$ cat config.mk
export PLATFORM = sky130hd
export DESIGN_NAME = mmc_seq
export DESIGN_NICKNAME = d
export VERILOG_FILES = /design/src/hw/rtl/mmc_pkg.sv /design/src/hw/rtl/mmc_seq.sv
export SDC_FILE = /design/constraint.sdc
export NUM_CORES = 1
export LEC_CHECK = 0
export BUFFER_PORTS_ARGS = -buffer_cell sky130_fd_sc_hd__buf_2
export CORE_AREA = 3 3 40 42
export DETAILED_ROUTE_END_ITERATION = 8
export DIE_AREA = 0 0 43 45
export GPL_ROUTABILITY_DRIVEN = 0
export GPL_TIMING_DRIVEN = 0
export PLACE_DENSITY = 0.47
export SLEW_MARGIN = 20
export SYNTH_ARGS = -nofsm -noshare
export SYNTH_HDL_FRONTEND = slang
export SYNTH_SLANG_ARGS = --single-unit
$ cat constraint.sdc
create_clock -name clk -period 1.8 [get_ports clk]
set_clock_uncertainty 0.15 [all_clocks]
set_input_delay 0.27 -clock clk [delete_from_list [all_inputs] [get_ports clk]]
set_output_delay 0.27 -clock clk [all_outputs]
set_load 0.05 [all_outputs]
$ cat src/hw/rtl/mmc_pkg.sv
// ----------------------------------------------------------------------------
// mmc_pkg
// shared types, constants and control store for the magic multiplier check
// ----------------------------------------------------------------------------
package mmc_pkg;

	localparam int INDEX_BITS_DEF = 9;
	localparam int MAGIC_W        = 64;
	localparam int STATUS_W       = 2;
	localparam int COUNT_W        = 10;
	localparam int EPOCH_W        = 4;
	localparam int STEP_W         = 3;

	typedef enum logic [STATUS_W-1:0] {
		ST_OK        = 2'd0,
		ST_COLLISION = 2'd1,
		ST_TOO_WIDE  = 2'd2
	} status_t;

	typedef enum logic [2:0] {
		JC_NEVER,
		JC_ALWAYS,
		JC_CLEAR_PEND,
		JC_NO_REQ,
		JC_TOO_WIDE,
		JC_NOT_DONE,
		JC_CLR_NOT_DONE,
		JC_OUT_BUSY
	} jcond_t;

	localparam logic [STEP_W-1:0] STEP_WAIT   = 3'd0;
	localparam logic [STEP_W-1:0] STEP_ACCEPT = 3'd1;
	localparam logic [STEP_W-1:0] STEP_LOAD   = 3'd2;
	localparam logic [STEP_W-1:0] STEP_CHECK  = 3'd3;
	localparam logic [STEP_W-1:0] STEP_RUN    = 3'd4;
	localparam logic [STEP_W-1:0] STEP_REPORT = 3'd5;
	localparam logic [STEP_W-1:0] STEP_LOOP   = 3'd6;
	localparam logic [STEP_W-1:0] STEP_CLEAR  = 3'd7;

	typedef struct packed {
		logic accept;
		logic load;
		logic start;
		logic report;
		logic clear;
	} ctrl_t;

	typedef struct packed {
		logic clear_pend;
		logic req_valid;
		logic too_wide;
		logic run_done;
		logic clr_done;
		logic out_busy;
	} stat_t;

	typedef struct packed {
		ctrl_t             act;
		jcond_t            cond;
		logic [STEP_W-1:0] target;
	} uword_t;

	localparam ctrl_t ACT_NONE = '{accept: 1'b0, load: 1'b0, start: 1'b0,
		report: 1'b0, clear: 1'b0};

	function automatic uword_t ucode_rom(input logic [STEP_W-1:0] addr);
		uword_t w;
		w = '{act: ACT_NONE, cond: JC_NEVER, target: STEP_WAIT};
		unique case (addr)
			STEP_WAIT: begin
				w.cond   = JC_CLEAR_PEND;
				w.target = STEP_CLEAR;
			end
			STEP_ACCEPT: begin
				w.act.accept = 1'b1;
				w.cond       = JC_NO_REQ;
				w.target     = STEP_WAIT;
			end
			STEP_LOAD: begin
				w.act.load = 1'b1;
			end
			STEP_CHECK: begin
				w.act.start = 1'b1;
				w.cond      = JC_TOO_WIDE;
				w.target    = STEP_REPORT;
			end
			STEP_RUN: begin
				w.cond   = JC_NOT_DONE;
				w.target = STEP_RUN;
			end
			STEP_REPORT: begin
				w.act.report = 1'b1;
				w.cond       = JC_OUT_BUSY;
				w.target     = STEP_REPORT;
			end
			STEP_LOOP: begin
				w.cond   = JC_ALWAYS;
				w.target = STEP_WAIT;
			end
			STEP_CLEAR: begin
				w.act.clear = 1'b1;
				w.cond      = JC_CLR_NOT_DONE;
				w.target    = STEP_CLEAR;
			end
			default: begin
				w.cond   = JC_ALWAYS;
				w.target = STEP_WAIT;
			end
		endcase
		return w;
	endfunction

endpackage

$ cat src/hw/rtl/mmc_seq.sv
// ----------------------------------------------------------------------------
// mmc_seq
// step counter and control store with conditional jumps
// ----------------------------------------------------------------------------
module mmc_seq (
	input  logic           clk,
	input  logic           arst_n,
	input  mmc_pkg::stat_t stat,
	output mmc_pkg::ctrl_t ctrl
);

	logic [mmc_pkg::STEP_W-1:0] step_q;
	mmc_pkg::uword_t            uw;
	logic                       take;

	assign uw   = mmc_pkg::ucode_rom(step_q);
	assign ctrl = uw.act;

	always_comb begin
		unique case (uw.cond)
			mmc_pkg::JC_NEVER:        take = 1'b0;
			mmc_pkg::JC_ALWAYS:       take = 1'b1;
			mmc_pkg::JC_CLEAR_PEND:   take = stat.clear_pend;
			mmc_pkg::JC_NO_REQ:       take = !stat.req_valid;
			mmc_pkg::JC_TOO_WIDE:     take = stat.too_wide;
			mmc_pkg::JC_NOT_DONE:     take = !stat.run_done;
			mmc_pkg::JC_CLR_NOT_DONE: take = !stat.clr_done;
			mmc_pkg::JC_OUT_BUSY:     take = stat.out_busy;
			default:                  take = 1'b1;
		endcase
	end

	always_ff @(posedge clk or negedge arst_n) begin
		if (!arst_n) begin
			step_q <= mmc_pkg::STEP_WAIT;
		end else if (take) begin
			step_q <= uw.target;
		end else begin
			step_q <= step_q + 1'b1;
		end
	end

endmodule

After elaboration in Yosys (flattened, before gate mapping)
Index checks and enable logic that the tools add are counted.

Word-level logic and storage cells: 29. Bits of input ports: 8. Latch bits: 0. Memories: 0. Flip-flop bits (word level): 3. Output and inout bits: 5. Bits in read-only memories: 0. RAM bits: 0.

Divide/modulo/power cells: 0. Reduce and logical (&&, ||, !) cells: 5. Add/sub/neg operators: 1. $lt $le $gt $ge: 0. Equality and inequality tests: 14. $mul: 0. Bitwise gates (word level): 0. Mux-type cells: 8. Shift-type cells: 0.

Operators with widths (number): $pmux W6 S7 (1); $eq A3 B3 Y1 const B (8); $eq A3 B2 Y1 const B (4); $pmux W1 S8 (1); $eq A3 B1 Y1 const B (2); $logic_not A3 Y1 (2); $mux W1 (5); $add A3 B1 Y3 const B (1); $logic_not A1 Y1 (3); $mux W3 (1).

Depth between registers and ports, before layout
Depth after elaboration: 5. Depth in mapped cells: 6. Mapped depth without buffers: 6.

Least setup slack after synthesis
OpenSTA, ideal clock, no wires.

Path kind: reg-to-reg. Start point: reg step_q[0] in the netlist's numbering. End point: reg step_q[1] in the netlist's numbering. Library setup time: 0.125 ns. Required time: 1.525 ns. Path buffers: 0. Clock period less this slack: 1.940 ns. Cell stages (with the launch flop): 7. Path slack: -0.140 ns. Arrival time: 1.665 ns. Path through: dfrtp_1 ha_1 ha_1 nor2_1 o21a_1 a21oi_1 mux2_4.

Cells in the longest elaborated chain, start to end: 5. Elaborated cells on any way between the ends: 19. Those cells by class: add/sub (1); eq/ne (13); mux (3); reduce/logical (2).

RTL lines: from (decl) (line mmc_seq.sv:12) `logic [mmc_pkg::STEP_W-1:0] step_q;`; from (signal assigned) (line mmc_seq.sv:35) `step_q <= mmc_pkg::STEP_WAIT;`; from (signal assigned) (line mmc_seq.sv:37) `step_q <= uw.target;`; from (signal assigned) (line mmc_seq.sv:39) `step_q <= step_q + 1'b1;`; $eq A3 B3 Y1 (tied with other cells) (line mmc_pkg.sv:69) `unique case (addr)`; $pmux W6 S7 (line mmc_pkg.sv:69); $eq A3 B3 Y1 (tied with other cells) (line mmc_seq.sv:20) `unique case (uw.cond)`; $pmux W1 S8 (line mmc_seq.sv:20); $mux W3 * (line mmc_seq.sv:36) `end else if (take) begin`.

Every way passes the cells marked *; elsewhere a longest branch is shown, timed or not.

==> flow_summary.toml <==
[run_status]
status = "completed"

[worst_hold_path]
hold_path.class = "in2async"

[finish]
diodes = 0
fin_util = 0.417
final_cell_mix = "buf_2, buf_4, nor2_1, ha_1, clkbuf_4"
fillerInstances = 135
drive_gt1_frac = 0.500
regMostFlops = "step_q"
fin_nets = 75
final_common_cell = "buf_2"
reg.largest.list = "step_q (3)"
largest_reg_flops = 3
layout.cells.non_filler = 75
area_growth_pct = 47.1

[drt]
drt_iter0_drc = 2
drc_errors = 0
dr.pass1.iters = 4
vias_per_cell = 4.81
routedWlPerCell_um = 12.1
drt_wl_total_um = 909
detail-route-antenna-nets = 0
via_count = 361

[setup_path]
crit_fanout = 6
reg2reg_setup_slack_ns = 0.07
crit_arrival_ns = 1.33
start_kind = "register"
crit_path_start = "step_q[0]"
path_class = "reg2out"
end_kind = "output pin"
rr_worst_depth = 6
r2r_start = "step_q[0]"
cp.required_ns = 1.38

[global_route]
grt_pass1_wl_mm = 1.52
grt_max_degree = 11
grt_use_total = 0.109
grt-ovfl-total = 0
grt_pass1_vias = 367
antenna_found_initial = 0

[logic_synthesis]
synth.distinct_cells = 22
yosysTopAreaCell = "dfrtp_1"
synth.area.top_cells = "dfrtp_1, ha_1, o311ai_2"
syn-cell-area_um2 = 364
ys_seq_elements = 3
synth_cells = 41
synth_area_per_cell_um2 = 8.88
synth_seq_area_share = 0.206
synth.net_count = 55
yosys.area.top_type_share = 0.206
yosysWarnings = 0

[sta]
period_share = 0.971
slew_headroom = 0.724
max_freq_mhz = 572
rsz0062_at_grt = "true"
setup_viol = 0
report.final.slew_viol_count = 0
fin_crit_ns = 1.75
worst_pin_slew_ns = 0.413
hold_viol = 0

[cts]
cts_made_buffers = 3
cts_tree = "done"
htree_levels = 1
cts-root-buf = "clkbuf_4"
clk-insertion-delay-late_ns = 0.23
cts.sinks = 3
path_clk_slew_ns = 0.04
cts_buffer_depth = 2

[run]
maxCapViolations = 0

[floorplanning]
rows = 13
ios = 13
die_h_um = 45
die_x_um = 43
core-area_mm2 = 0.00128
initial_utilization = 0.283
die_area_mm2 = 0.00194

[pwr]
leakage_uw = 0.000250
powerDensity_mw_per_mm2 = 2040
peakVddDrop_uv = 668

[place]
io_buffers = 12
placedCellCount = 68
post-dp-hpwl_um = 685
==> path summary, 6_finish.rpt <==
path	to
setup / recovery	ctrl[0]
hold / removal	step_q[1]
setup reg to reg	step_q[1]
hold reg to reg	step_q[0]
max in group asynchronous	step_q[0]
min in group clk	step_q[0]
==> synthesized netlist by cell type <==
| master | n |
|---|---|
| dfrtp_1 | 3 |
| o311ai_2 | 1 |
| o41ai_1 | 1 |
| and2_1 | 1 |
| mux2i_1 | 1 |
| nor3b_1 | 1 |
| a22oi_2 | 1 |
| mux2_4 | 1 |
| nor2b_1 | 2 |
| nand2b_1 | 1 |
| o21a_1 | 1 |
| o21ai_0 | 2 |
| a31oi_1 | 2 |
| and4b_1 | 1 |
| nor2_1 | 4 |
| inv_1 | 3 |
| nand2_1 | 3 |
| ha_1 | 6 |
| and2b_4 | 1 |
| o2bb2ai_1 | 1 |
| a21oi_1 | 3 |
| buf_4 | 1 |
==> cell families after synthesis <==
family,after synthesis,synth area share
simple gates,14,0.217
compound gates,12,0.251
fa+ha+maj,6,0.206
buf+inv,4,0.0516
flops,3,0.206
mux,2,0.0687
==> area by class of cell <==
type,count,area (µm²),share of cell area
clock buffer,4,26.3,0.0491
timing repair buffer,15,113,0.210
buffer,1,7.51,0.0140
tap,15,18.8,0.0350
multi-input combinational,34,280,0.523
sequential,3,78.8,0.147
inverter,3,11.3,0.0210
==> worst max-delay path, stage by stage (launching register included) <==
cell and delay [ns]:
dfrtp_2 0.44, ha_1 0.25, ha_2 0.19, clkbuf_4 0.21
==> metal layers <==
metal	vias to the layer above	track usage	share of wire
met5	-	0	0
met4	0	0.0783	0.015
met3	2	0.0279	0.057
met2	11	0.165	0.49
met1	162	0.133	0.44
li1	186	-	-
==> what timing repair did <==
item / CTS / global route
setup endpoints to repair: 6 / 7
buffers inserted: 0 / 2
endpoints found under the hold margin: 3 / 0
resized for setup: 7 / 6
hold buffers: 1 / 0
==> stage by stage <==
| step | power [µW] | TNS, ns | cell area [µm²] | hold slack (ns) | setup WS [ns] |
|---|---|---|---|---|---|
| floorplan | 749 | 0 | 374 | -0.176 | 0.00420 |
| global placement | 901 | -0.0834 | 453 | -0.0834 | -0.0834 |
| detailed placement | 891 | -0.0488 | 453 | -0.0826 | -0.0488 |
| CTS | 1050 | 0 | 505 | 0.204 | 0.00178 |
| global route | 1200 | -0.0580 | 536 | 0.218 | -0.0397 |
| finish | 1090 | 0 | 536 | 0.213 | 0.0514 |
==> report_power, final <==
part	switching, µW	total [µW]	internal (µW)
combinational	433	799	367
clock	33.6	117	83.0
sequential	64.8	178	113
(Power assumes the default switching activity.)
